===== src/vfc_pkg.sv =====
// Shared types, constants and layouts for the voxel face culling block.
`default_nettype none

package vfc_pkg;

    localparam int CHUNK_WIDTH  = 16;
    localparam int CHUNK_HEIGHT = 128;

    localparam int POS_XW = 4;
    localparam int POS_YW = 7;
    localparam int POS_ZW = 4;
    localparam int KIND_W = 8;
    localparam int FACE_N = 6;
    localparam int CNT_W  = 3;

    // occupancy is stored one z-row per word
    localparam int ROW_W   = 2 ** POS_ZW;
    localparam int ROW_AW  = POS_XW + POS_YW;
    localparam int ROWS    = 2 ** ROW_AW;
    localparam int CELL_AW = ROW_AW + POS_ZW;
    localparam int CELLS   = 2 ** CELL_AW;

    localparam int IN_DATA_W  = 24;
    localparam int OUT_DATA_W = 24;

    localparam int OUT_SOLID_BIT = 0;
    localparam int OUT_KIND_LSB  = OUT_SOLID_BIT + 1;
    localparam int OUT_MASK_LSB  = OUT_KIND_LSB + KIND_W;
    localparam int OUT_CNT_LSB   = OUT_MASK_LSB + FACE_N;
    localparam int OUT_USED_W    = OUT_CNT_LSB + CNT_W;

    localparam int QDEPTH = 2;
    localparam int QAW    = $clog2(QDEPTH);
    localparam int QCW    = $clog2(QDEPTH + 1);

    localparam logic OP_WRITE = 1'b0;
    localparam logic OP_QUERY = 1'b1;

    typedef enum logic [1:0] {
        CLS_WRITE,
        CLS_QUERY,
        CLS_EMPTY
    } cls_t;

    typedef struct packed {
        cls_t                cls;
        logic [POS_XW-1:0]   x;
        logic [POS_YW-1:0]   y;
        logic [POS_ZW-1:0]   z;
        logic                solid;
        logic [KIND_W-1:0]   kind;
    } item_t;

    typedef struct packed {
        logic  valid;
        item_t item;
    } head_t;

    typedef struct packed {
        logic pop;
        logic busy;
    } back_ctl_t;

    typedef enum logic [2:0] {
        BS_CLEAR,
        BS_IDLE,
        BS_RD1,
        BS_RD2,
        BS_RD3,
        BS_DONE
    } bstate_t;

endpackage

`default_nettype wire


===== src/vfc_front.sv =====
// Input side: accepts transfers, classifies them and queues them for the back end.
`default_nettype none

module vfc_front (
    input  wire logic                           clk,
    input  wire logic                           rst_n,
    input  wire logic                           s_tvalid,
    output logic                                s_tready,
    input  wire logic [vfc_pkg::IN_DATA_W-1:0]  s_tdata,
    input  wire logic                           s_tuser,
    input  wire vfc_pkg::back_ctl_t             back_ctl,
    output vfc_pkg::head_t                      head
);
    import vfc_pkg::*;

    item_t             q_reg [QDEPTH];
    logic [QAW-1:0]    wr_ptr_reg, wr_ptr_next;
    logic [QAW-1:0]    rd_ptr_reg, rd_ptr_next;
    logic [QCW-1:0]    cnt_reg, cnt_next;

    logic [POS_XW-1:0] in_x;
    logic [POS_YW-1:0] in_y;
    logic [POS_ZW-1:0] in_z;
    logic              in_solid;
    logic [KIND_W-1:0] in_kind;
    logic              in_chunk;
    logic              take;
    logic              push;
    logic              pop;
    item_t             in_item;

    assign in_x     = s_tdata[POS_XW-1:0];
    assign in_y     = s_tdata[POS_XW +: POS_YW];
    assign in_z     = s_tdata[POS_XW+POS_YW +: POS_ZW];
    assign in_solid = s_tdata[POS_XW+POS_YW+POS_ZW];
    assign in_kind  = s_tdata[POS_XW+POS_YW+POS_ZW+1 +: KIND_W];

    assign in_chunk = ({1'b0, in_x} < (POS_XW+1)'(CHUNK_WIDTH))
                   && ({1'b0, in_y} < (POS_YW+1)'(CHUNK_HEIGHT))
                   && ({1'b0, in_z} < (POS_ZW+1)'(CHUNK_WIDTH));

    always_comb
    begin
        in_item.x     = in_x;
        in_item.y     = in_y;
        in_item.z     = in_z;
        in_item.solid = in_solid;
        in_item.kind  = in_kind;
        if (s_tuser == OP_WRITE)
        begin
            in_item.cls = CLS_WRITE;
        end
        else if (in_chunk)
        begin
            in_item.cls = CLS_QUERY;
        end
        else
        begin
            in_item.cls = CLS_EMPTY;
        end
    end

    assign s_tready = (cnt_reg != QCW'(QDEPTH)) && !back_ctl.busy;
    assign take     = s_tvalid && s_tready;
    // writes outside the chunk are dropped here
    assign push     = take && !(s_tuser == OP_WRITE && !in_chunk);
    assign pop      = back_ctl.pop && (cnt_reg != '0);

    assign head.valid = (cnt_reg != '0);
    assign head.item  = q_reg[rd_ptr_reg];

    always_comb
    begin
        wr_ptr_next = push ? wr_ptr_reg + QAW'(1) : wr_ptr_reg;
        rd_ptr_next = pop ? rd_ptr_reg + QAW'(1) : rd_ptr_reg;
        cnt_next    = cnt_reg + QCW'(push) - QCW'(pop);
    end

    always_ff @(posedge clk or negedge rst_n)
    begin
        if (!rst_n)
        begin
            wr_ptr_reg <= '0;
            rd_ptr_reg <= '0;
            cnt_reg    <= '0;
        end
        else
        begin
            wr_ptr_reg <= wr_ptr_next;
            rd_ptr_reg <= rd_ptr_next;
            cnt_reg    <= cnt_next;
        end
    end

    always_ff @(posedge clk)
    begin
        if (push)
        begin
            q_reg[wr_ptr_reg] <= in_item;
        end
    end

endmodule

`default_nettype wire


===== config.mk =====
export PLATFORM = sky130hd
export DESIGN_NAME = vfc_front
export DESIGN_NICKNAME = d
export VERILOG_FILES = /design/src/vfc_pkg.sv /design/src/vfc_front.sv
export SDC_FILE = /design/constraint.sdc
export NUM_CORES = 1
export LEC_CHECK = 0
export ABC_AREA = 1
export BUFFER_PORTS_ARGS = -buffer_cell sky130_fd_sc_hd__buf_2
export CORE_ASPECT_RATIO = 2
export CORE_MARGIN = 8
export CORE_UTILIZATION = 46
export CTS_CLUSTER_DIAMETER = 80
export DETAILED_ROUTE_END_ITERATION = 7
export PLACE_DENSITY_LB_ADDON = 0.25
export SLEW_MARGIN = 20
export SYNTH_ARGS = -nofsm -noshare
export SYNTH_HDL_FRONTEND = slang
export SYNTH_SLANG_ARGS = --single-unit
export TNS_END_PERCENT = 50

===== constraint.sdc =====
create_clock -name clk -period 2 [get_ports clk]
set_clock_uncertainty 0.1 [all_clocks]
set_input_delay 0.6 -clock clk [delete_from_list [all_inputs] [get_ports clk]]
set_output_delay 0.6 -clock clk [all_outputs]
set_load 0.01 [all_outputs]

==> summary.md <==
| Metric | Value |
|---|---|
| Core Area | 4510 µm² |
| Yosys cell types | 15 |
| Synth Net Count | 198 |
| Peak Freq | 515 MHz |
| Synth area leaders | edfxtp_1, nand2_1, dfrtp_1, inv_1, buf_6 |
| Area fraction of the dominant cell type after synthesis | 0.712 |
| Synth warn | 0 |
| Hold Crit Class | in2reg |
| First-pass GRT wire length | 6200 µm |
| Total grt overflow | 0 |
| CTS Root Cell | clkbuf_8 |
| VDD IR-drop max | 0.806 mV |
| CTS tree | yes |
| Worst-skew pair later-pin latency | 0.29 ns |
| Buf/Inv on CP | 2 |
| Area Overhead vs Synth | 24.2% |
| Avg Cell Area, Syn | 12.7 µm² |
| Drc violations | 0 |
| ANT cells | 0 |
| Setup ws final | 0.0598 ns |
| Fin util | 0.581 |
| # rows | 35 |
| Initial antenna violation count | 0 |
| Tmin final | 1.94 ns |
| Routed vias/inst | 4.61 |
| Synth Cell Area | 2110 µm² |
| Nets | 263 |
| Status | completed |
| Seq/Total Area, Yosys | 0.760 |
| Synthesis-stage register bit count | 54 |
| Clock Sinks | 54 |
| Worst setup path category | reg2out |
| Max-cap violation count | 0 |
| Ports | 58 |
| GR Util All Layers | 0.110 |
| Slew Viols, Final | 0 |
| Finished Layout Cells | 287 |
| Max FFs per register | 50 |
| Area of the multi-input gates | 400 µm² |
| Levels on crit path | 4 |
| CP dominant cell by count | nand2_1 |
| Crit path from | rd_ptr_reg$_DFFE_PN0P_ |
| R2R Path End | cnt_reg[1]$_DFF_PN0_ |
| P_leak | 1.18 nW |
| Critical Path Slowest Stage Cell | dfrtp_2 |
| Die Height | 112 µm |
| Worst Setup Start Kind | flop |
| Post-Syn Instances | 166 |
| Worst Path Required | 1.30 ns |
| Setup violators final | 0 |
| CP cell instances | inv_8 -> nand2_1 -> nand2_1 -> buf_2 |
| Critical path peak fanout | 26 |
| Worst setup endpoint | head[14] |
| Post-placement setup slack | 0.169 ns |
| H-tree Lvls | 2 |
| Via count | 1,323 |
| Final HPWL DP | 2700 µm |
| # port buffers | 56 |
| Critical Path Max Stage Delay | 0.49 ns |
| DR pass1 iterations | 4 |
| Post-DR wirelength/cell | 12.8 µm |
| Setup slack, reg-to-reg | 0.42 ns |
| Die width | 63.9 µm |
| Final hold vios | 0 |
| Routed Antenna Nets | 0 |
| Die ar. | 7140 µm² |
| Total CTS buffers | 5 |
| Vias in the first global route | 1,417 |
| Final worst-path cycle share | 0.970 |
| Worst setup EP type | output port |
| Cell area power density | 1310 nW/µm² |
| Fill cells | 388 |
| Area leader, netlist | edfxtp_1 |
| FF/Latch Area | 1600 µm² |
| Starting Density | 0.467 |
| Layout cell share with drive strength beyond 1 | 0.341 |
| Total power | 3.44 mW |
| CP top delay family | flip-flops |
| WP data arrival | 1.24 ns |
| R2r startpoint | cnt_reg[1]$_DFF_PN0_ |
| Placed Cells | 277 |
| Largest net degree at the start of global routing | 27 |
| RSZ-0062 raised after global routing | true |
| CTS Buffer Depth | 2 |
| Iter 0 DRT Violations | 37 |
| Clock transition at the registers of the reported paths | 0.09 ns |
| Final WL | 3680 µm |
| FF-to-FF path depth | 10 |
| RD Place Congestion | 0.632 |
layer usage:
layer / vias to the layer above / global-route usage / share of wire
met5: - / 0 / 0
met4: 0 / 0.0540 / 0.019
met3: 5 / 0.0543 / 0.095
met2: 47 / 0.191 / 0.53
met1: 601 / 0.101 / 0.36
li1: 670 / - / -
worst register-to-register path: stages (launching register included):
cell and delay, ns:
dfrtp_1 0.42, inv_1 0.09, nand2_1 0.08, nand2_1 0.10
inv_1 0.06, ha_1 0.27, inv_1 0.06, ha_1 0.15
inv_1 0.04, nand2_1 0.06, nand2_1 0.05
cells in the final DEF, fill, tap and decap left out, drive strengths merged:
cell,Yosys,layout
nand2,87,87
buf,6,63
edfxtp,50,50
inv,10,10
clkbuf,0,6
dfrtp,4,4
nand3,3,3
ha,2,2
bufinv,0,2
a21oi,1,1
nand4,1,1
nor2,1,1
conb,1,1
dlygate4sd3,0,1
power breakdown:
group / switching [mW] / internal [mW]
registers: 0.0783 / 1.42
logic: 0.681 / 0.415
clock network: 0.316 / 0.533
Yosys cell counts:
cell       n
buf_6      3
nand2_1   82
edfxtp_1  50
inv_1      9
dfrtp_1    4
inv_8      1
nand2_2    5
nand4_1    1
ha_1       2
nor2_1     1
buf_8      1
a21oi_1    1
nand3_1    3
buf_4      2
conb_1     1
what timing repair did:
item	in CTS	in global routing
hold endpoints to repair	3	0
hold buffers	1	0
gates resized for setup	1	1
buffers inserted	1	0
endpoints found under the setup margin	25	9
final cells by class:
cell class | instances | area share
clock buffers | 6 | 0.0315
multi-input cells | 96 | 0.153
well taps | 55 | 0.0263
repair buffers | 64 | 0.137
inverters | 10 | 0.0172
flip-flops and latches | 54 | 0.612
clock inverters | 2 | 0.0229
stage by stage:
stage	TNS (ns)	area [µm²]	hold slack, ns
2_1_floorplan	0	2110	0.204
6_report	0	2620	0.385
3_5_place_dp	0	2450	0.323
4_1_cts	0	2620	0.374
3_3_place_gp	0	2450	0.321
5_1_grt	-0.0360	2620	0.374
cells by family (layout without fill, tap and decap cells):
kind of cell               count (synthesis)  after routing  synth area share
and+or+nand+nor                           92             92             0.173
DFF                                       54             54             0.760
adders and majority gates                  2              2            0.0119
other                                      1              1           0.00178
AOI/OAI and AO/OA                          1              1           0.00237
buffers and inverters                     16             82            0.0516
worst min path at each step:
| stage | startpoint | end | slack (ns) | cells past startpoint |
|---|---|---|---|---|
| global placement | rst_n | cnt_reg[0]$_DFF_PN0_ | 0.32 | 1 |
| detailed placement | rst_n | rd_ptr_reg$_DFFE_PN0P_ | 0.32 | 1 |
| CTS | s_tdata[4] | q_reg[0][13]$_DFFE_PP_ | 0.37 | 1 |
| global route | s_tdata[14] | q_reg[1][12]$_DFFE_PP_ | 0.37 | 1 |
| finish | s_tdata[4] | q_reg[0][13]$_DFFE_PP_ | 0.38 | 1 |
| floorplan | rst_n | cnt_reg[0]$_DFF_PN0_ | 0.20 | 0 |
No activity file was read; power rests on OpenSTA's default activity.
